`src/rtl/sphere_pairwise_coulomb_energy_defines.svh`:
```
// Assertion macros for the sphere pairwise Coulomb energy block
`ifndef SPHERE_PAIRWISE_COULOMB_ENERGY_DEFINES_SVH
`define SPHERE_PAIRWISE_COULOMB_ENERGY_DEFINES_SVH

// same-cycle implication, sampled on clk, off during reset
`define SPCE_ASSERT_NOW(lbl, ante, cons, msg) \
  lbl: assert property (@(posedge clk) disable iff (!rst_n) (ante) |-> (cons)) else $error(msg);

// next-cycle implication, sampled on clk, off during reset
`define SPCE_ASSERT_NEXT(lbl, ante, cons, msg) \
  lbl: assert property (@(posedge clk) disable iff (!rst_n) (ante) |=> (cons)) else $error(msg);

`endif

```
`src/rtl/spce_pkg.sv`:
```
// Shared types and constants for the sphere pairwise Coulomb energy block
`default_nettype none
package spce_pkg;

  localparam int FRAC_BITS   = 16;
  localparam int CORDIC_ITERS = 30;
  localparam int SQ_STEPS    = 3;
  localparam int SQRT_STEPS  = 19;
  localparam int DIV_STEPS   = 34;

  localparam int AWID = 36;   // CORDIC angle/vector width, Q30 with headroom

  localparam logic signed [AWID-1:0] Q30_PI      = 36'sd3373259426;
  localparam logic signed [AWID-1:0] Q30_HALF_PI = 36'sd1686629713;
  localparam logic signed [AWID-1:0] Q30_TWO_PI  = 36'sd6746518852;
  localparam logic signed [AWID-1:0] Q30_GAIN    = 36'sd652032874;

  localparam logic [37:0] ENERGY_MAX = 38'h3F_FFFF_FFFF;

  typedef enum logic [4:0] {
    OP_NONE,
    OP_CAPTURE,
    OP_DROP,
    OP_INIT_TH,
    OP_CORDIC_STEP,
    OP_SAVE_TH,
    OP_SAVE_AZ,
    OP_MUL_X,
    OP_MUL_Y,
    OP_STORE,
    OP_PAIR_INIT,
    OP_READ,
    OP_DIFF,
    OP_SQ,
    OP_SQRT_INIT,
    OP_SQRT_STEP,
    OP_DIV_INIT,
    OP_DIV_STEP,
    OP_ACC,
    OP_CLEAR
  } op_t;

  typedef struct packed {
    op_t        op;
    logic [5:0] iter;
  } cmd_t;

  typedef struct packed {
    logic full;
    logic has_pair;
    logic last_pair;
  } status_t;

  function automatic logic signed [AWID-1:0] atan_q30(input logic [5:0] idx);
    logic signed [AWID-1:0] v;
    begin
      case (idx)
        6'd0:    v = 36'sd843314857;
        6'd1:    v = 36'sd497837829;
        6'd2:    v = 36'sd263043837;
        6'd3:    v = 36'sd133525159;
        6'd4:    v = 36'sd67021687;
        6'd5:    v = 36'sd33543516;
        6'd6:    v = 36'sd16775851;
        6'd7:    v = 36'sd8388437;
        6'd8:    v = 36'sd4194283;
        6'd9:    v = 36'sd2097149;
        default: v = (idx < 6'd30) ? (36'sd1 <<< (6'd30 - idx)) : 36'sd0;
      endcase
      return v;
    end
  endfunction

endpackage
`default_nettype wire

```
`src/rtl/spce_ctrl.sv`:
```
// Sequencer for particle load and pairwise energy sum
`default_nettype none
module spce_ctrl (
  input  wire logic              clk,
  input  wire logic              rst_n,
  input  wire logic              start,
  input  wire logic              in_last_particle,
  input  spce_pkg::status_t      status,
  output spce_pkg::cmd_t         cmd,
  output logic                   busy,
  output logic                   out_valid
);
  import spce_pkg::*;

  typedef enum logic [4:0] {
    S_IDLE, S_CHECK, S_CORD_TH, S_SAVE_TH, S_CORD_AZ, S_SAVE_AZ,
    S_MUL_X, S_MUL_Y, S_STORE, S_SUM, S_READ, S_DIFF, S_SQ,
    S_SQRT_INIT, S_SQRT, S_DIV_INIT, S_DIV, S_ACC, S_EMIT
  } state_t;

  state_t     state_r, state_nxt;
  logic [5:0] iter_r, iter_nxt;
  logic       last_r, last_nxt;
  logic       busy_r, out_valid_r;

  always_comb begin
    state_nxt = state_r;
    iter_nxt  = 6'd0;
    last_nxt  = last_r;
    cmd.op    = OP_NONE;
    cmd.iter  = iter_r;
    unique case (state_r)
      S_IDLE: begin
        if (start) begin
          cmd.op    = OP_CAPTURE;
          last_nxt  = in_last_particle;
          state_nxt = S_CHECK;
        end
      end
      S_CHECK: begin
        if (status.full) begin
          cmd.op    = OP_DROP;
          state_nxt = last_r ? S_SUM : S_IDLE;
        end else begin
          cmd.op    = OP_INIT_TH;
          state_nxt = S_CORD_TH;
        end
      end
      S_CORD_TH: begin
        cmd.op = OP_CORDIC_STEP;
        if (iter_r == 6'(CORDIC_ITERS - 1)) state_nxt = S_SAVE_TH;
        else iter_nxt = iter_r + 6'd1;
      end
      S_SAVE_TH: begin
        cmd.op    = OP_SAVE_TH;
        state_nxt = S_CORD_AZ;
      end
      S_CORD_AZ: begin
        cmd.op = OP_CORDIC_STEP;
        if (iter_r == 6'(CORDIC_ITERS - 1)) state_nxt = S_SAVE_AZ;
        else iter_nxt = iter_r + 6'd1;
      end
      S_SAVE_AZ: begin
        cmd.op    = OP_SAVE_AZ;
        state_nxt = S_MUL_X;
      end
      S_MUL_X: begin
        cmd.op    = OP_MUL_X;
        state_nxt = S_MUL_Y;
      end
      S_MUL_Y: begin
        cmd.op    = OP_MUL_Y;
        state_nxt = S_STORE;
      end
      S_STORE: begin
        cmd.op    = OP_STORE;
        state_nxt = last_r ? S_SUM : S_IDLE;
      end
      S_SUM: begin
        if (status.has_pair) begin
          cmd.op    = OP_PAIR_INIT;
          state_nxt = S_READ;
        end else begin
          state_nxt = S_EMIT;
        end
      end
      S_READ: begin
        cmd.op    = OP_READ;
        state_nxt = S_DIFF;
      end
      S_DIFF: begin
        cmd.op    = OP_DIFF;
        state_nxt = S_SQ;
      end
      S_SQ: begin
        cmd.op = OP_SQ;
        if (iter_r == 6'(SQ_STEPS - 1)) state_nxt = S_SQRT_INIT;
        else iter_nxt = iter_r + 6'd1;
      end
      S_SQRT_INIT: begin
        cmd.op    = OP_SQRT_INIT;
        state_nxt = S_SQRT;
      end
      S_SQRT: begin
        cmd.op = OP_SQRT_STEP;
        if (iter_r == 6'(SQRT_STEPS - 1)) state_nxt = S_DIV_INIT;
        else iter_nxt = iter_r + 6'd1;
      end
      S_DIV_INIT: begin
        cmd.op    = OP_DIV_INIT;
        state_nxt = S_DIV;
      end
      S_DIV: begin
        cmd.op = OP_DIV_STEP;
        if (iter_r == 6'(DIV_STEPS - 1)) state_nxt = S_ACC;
        else iter_nxt = iter_r + 6'd1;
      end
      S_ACC: begin
        cmd.op    = OP_ACC;
        state_nxt = status.last_pair ? S_EMIT : S_READ;
      end
      S_EMIT: begin
        cmd.op    = OP_CLEAR;
        state_nxt = S_IDLE;
      end
      default: state_nxt = S_IDLE;
    endcase
  end

  always_ff @(posedge clk) begin
    if (!rst_n) begin
      state_r     <= S_IDLE;
      iter_r      <= 6'd0;
      last_r      <= 1'b0;
      busy_r      <= 1'b0;
      out_valid_r <= 1'b0;
    end else begin
      state_r     <= state_nxt;
      iter_r      <= iter_nxt;
      last_r      <= last_nxt;
      busy_r      <= (state_nxt != S_IDLE);
      out_valid_r <= (state_nxt == S_EMIT);
    end
  end

  assign busy      = busy_r;
  assign out_valid = out_valid_r;

endmodule
`default_nettype wire

```
`config.mk`:
```
export PLATFORM = sky130hd
export DESIGN_NAME = spce_ctrl
export DESIGN_NICKNAME = d
export VERILOG_FILES = /design/src/rtl/sphere_pairwise_coulomb_energy_defines.svh /design/src/rtl/spce_pkg.sv /design/src/rtl/spce_ctrl.sv
export SDC_FILE = /design/constraint.sdc
export NUM_CORES = 1
export LEC_CHECK = 0
export BUFFER_PORTS_ARGS = -buffer_cell sky130_fd_sc_hd__buf_2
export CAP_MARGIN = 20
export CELL_PAD_IN_SITES_DETAIL_PLACEMENT = 0
export CELL_PAD_IN_SITES_GLOBAL_PLACEMENT = 1
export CORE_MARGIN = 3
export CORE_UTILIZATION = 39
export DETAILED_ROUTE_END_ITERATION = 8
export HOLD_SLACK_MARGIN = 0.08
export PLACE_DENSITY = 0.82
export SLEW_MARGIN = 20
export SYNTH_ARGS = -nofsm -noshare
export SYNTH_HDL_FRONTEND = slang
export SYNTH_SLANG_ARGS = --single-unit
```
`constraint.sdc`:
```
create_clock -name clk -period 3.7 [get_ports clk]
set_input_delay 0.555 -clock clk [delete_from_list [all_inputs] [get_ports clk]]
set_output_delay 0.555 -clock clk [all_outputs]
set_load 0.05 [all_outputs]
```
==> run metrics <==
status completed; Final Setup Violations 0; Synth Warn # 0; CP bufs+invs 1; top_reg_cell synth dfxtp_1; Die Wd approximately 60 um; Syn Area/Cell just over 8 um^2; Non-Filler Instances around 180; Synth cell types just over 50; antenna-violating nets left 0; H-tree depth 1; cell taking the most area after synthesis dfxtp_1; slew at the pin closest to its max-slew limit between 0.7 and 0.8 ns; Max-Cap Viols 0; Final Max Slew Viols 0; Fmax about 370 MHz; dominant cells by area after synthesis dfxtp_1, nor3_1, a2111oi_4; sequential power share 0.476; Crit Path Category flop to primary output; crit end category primary output; switching share of total power 0.311; # resized after CTS 0; Core ar. about 2800 um^2; share of the synthesized area in the top cell type 0.238; global-route wire length before repair approximately 4900 um; starting density of the core 0.417; final hold violation count 0; most common cell in the netlist dfxtp_1; Reg clk slew, reported paths approximately 0.080 ns; Detailed Routing Iterations Pass 1 4; initial antenna violation count 0; post-CTS setup buffer count 0; die area between 3000 and 4000 um^2; setup TNS 0 ns; number of synthesized flops with an enable pin 0; DRT Wirelength between 2000 and 3000 um; largest fanout on the critical path 22; WL/cell about 16 um; Area Growth Syn to Fin 8.92%; startpoint types flop; root buf cell clkbuf_4; cells after synthesis between 100 and 150; max incr delay on CP roughly 0.82 ns; P_leak around 0.48 nW; RSZ-0062 raised after global routing false; clock sinks 14; clock power share 0.306; Hold Crit Class input pin to flop; vias in the first global route 1012; post-DR vias/cell between 6 and 7; deepest clock path buffer count 2; sw power 110 uW; post-synthesis async set-or-reset flop share 0; power density cells approximately 280 nW/um^2; CP required approximately 3.1 ns; Vias 1108; final worst path period share 0.739; combinational share of power 0.218; Worst VDD drop roughly 170 uV; clk_lat worst skew 0.28 ns; post-route cell area approximately 1300 um^2; Inserted Diodes 0; largest net degree at the start of global routing 23; CTS tree built; Die Y 61.0 um; post-synthesis sequential area ratio 0.238; Cell Rows 19; synthesized net count between 150 and 200; GRT Total Usage 0.172; hold_buf cts 0; Max-slew headroom 0.491; crit path time final 2.73 ns; Port Buf Inserts 19; Worst path top cell family by delay flip-flops; synthesized cell area about 1200 um^2; # nets final 164; P_int 244 uW; Final WS setup around 0.97 ns; HPWL after DPL 2150 um; dpl cell area around 1200 um^2; # DRC 0; crit path cell chain and2_1 -> nand2_1 -> a221oi_1 -> buf_2; CTS buffer count 3; layout cells sized above 1 0.229; GRT overflow 0; clock skew 0.0110 ns; #FFs+latches synth 14; slowest CP cell dfxtp_1; initial DRC count 48; Cells after DPL 180; crit path DAT between 2 and 2.5 ns; post-place setup slack ~1.3 ns; top post-synthesis cells by count dfxtp_1, nor3_1, inv_1; total power draw about 350 uW; IO Pins 20; placer's final routability congestion estimate approximately 0.84
==> logic make-up (layout without fill, tap and decap cells) <==
family,count (synthesis),in the layout,share of synthesized area
compound gates,38,38,0.281
xor+xnor,7,7,0.0520
fa+ha+maj,3,3,0.0319
buf+inv,21,32,0.0839
flops,14,14,0.238
mux,1,1,0.00849
simple gates,58,58,0.305
==> power groups by stage <==
stage,clock [mW],sequential [mW],combinational [mW]
detailed placement,0,0.172,0.0765
global placement,0,0.171,0.0761
global route,0.120,0.170,0.0837
floorplan,0,0.166,0.0653
CTS,0.115,0.168,0.0768
finish,0.108,0.168,0.0771
==> through the flow <==
stage	utilization	hold slack, ns
finish	0.454	0.526
floorplan	-	0.487
detailed placement	0.441	0.551
CTS	0.454	0.518
global route	0.454	0.535
global placement	0.441	0.543
==> tightest hold or removal path, cell delays in order <==
cell,delay [ns]
buf_2,0.08
mux2i_1,0.05
nor2_1,0.07
==> sequential cells by signal, summed over array words and instances (netlist names) <==
name       count
out_valid      1
iter_r         6
state_r        5
last_r         1
busy           1
==> cell type report <==
| class | instances | area, um^2 |
|---|---|---|
| clock buffers | 4 | 36.3 |
| fillers | 287 | 1550 |
| inverters | 9 | 33.8 |
| flip-flops and latches | 14 | 280 |
| repair buffers | 19 | 95.1 |
| multi-input cells | 107 | 800 |
| well taps | 31 | 38.8 |
==> worst paths after layout <==
check / startpoint / end / slack (ns) / cells past startpoint
worst min-delay path: in_last_particle / last_r$_SDFFE_PN0P_ / 0.53 / 3
worst max register to register: state_r[4]$_SDFF_PN0_ / busy$_SDFF_PN0_ / 1.68 / 4
worst max-delay path: state_r[1]$_SDFF_PN0_ / cmd[9] / 0.97 / 4
worst min register to register: last_r$_SDFFE_PN0P_ / last_r$_SDFFE_PN0P_ / 0.57 / 2
==> cell usage in the layout (no fill, tap or decap), drive strengths merged, types with 4 or more instances in the layout <==
cell type	n
nor2	6
nor3	11
nand3	7
nand2b	4
xnor2	5
a211oi	5
o21ai	6
nand2	6
nor2b	6
inv	8
a21oi	4
dfxtp	14
clkbuf	4
buf	19
==> metal layers <==
metal / GRT usage / share of wire
met3: 0.0447 / 0.052
met2: 0.258 / 0.45
met5: 0 / 0
met1: 0.249 / 0.50
met4: 0.0310 / 0.0045
Power figures use the tool's default switching activity.
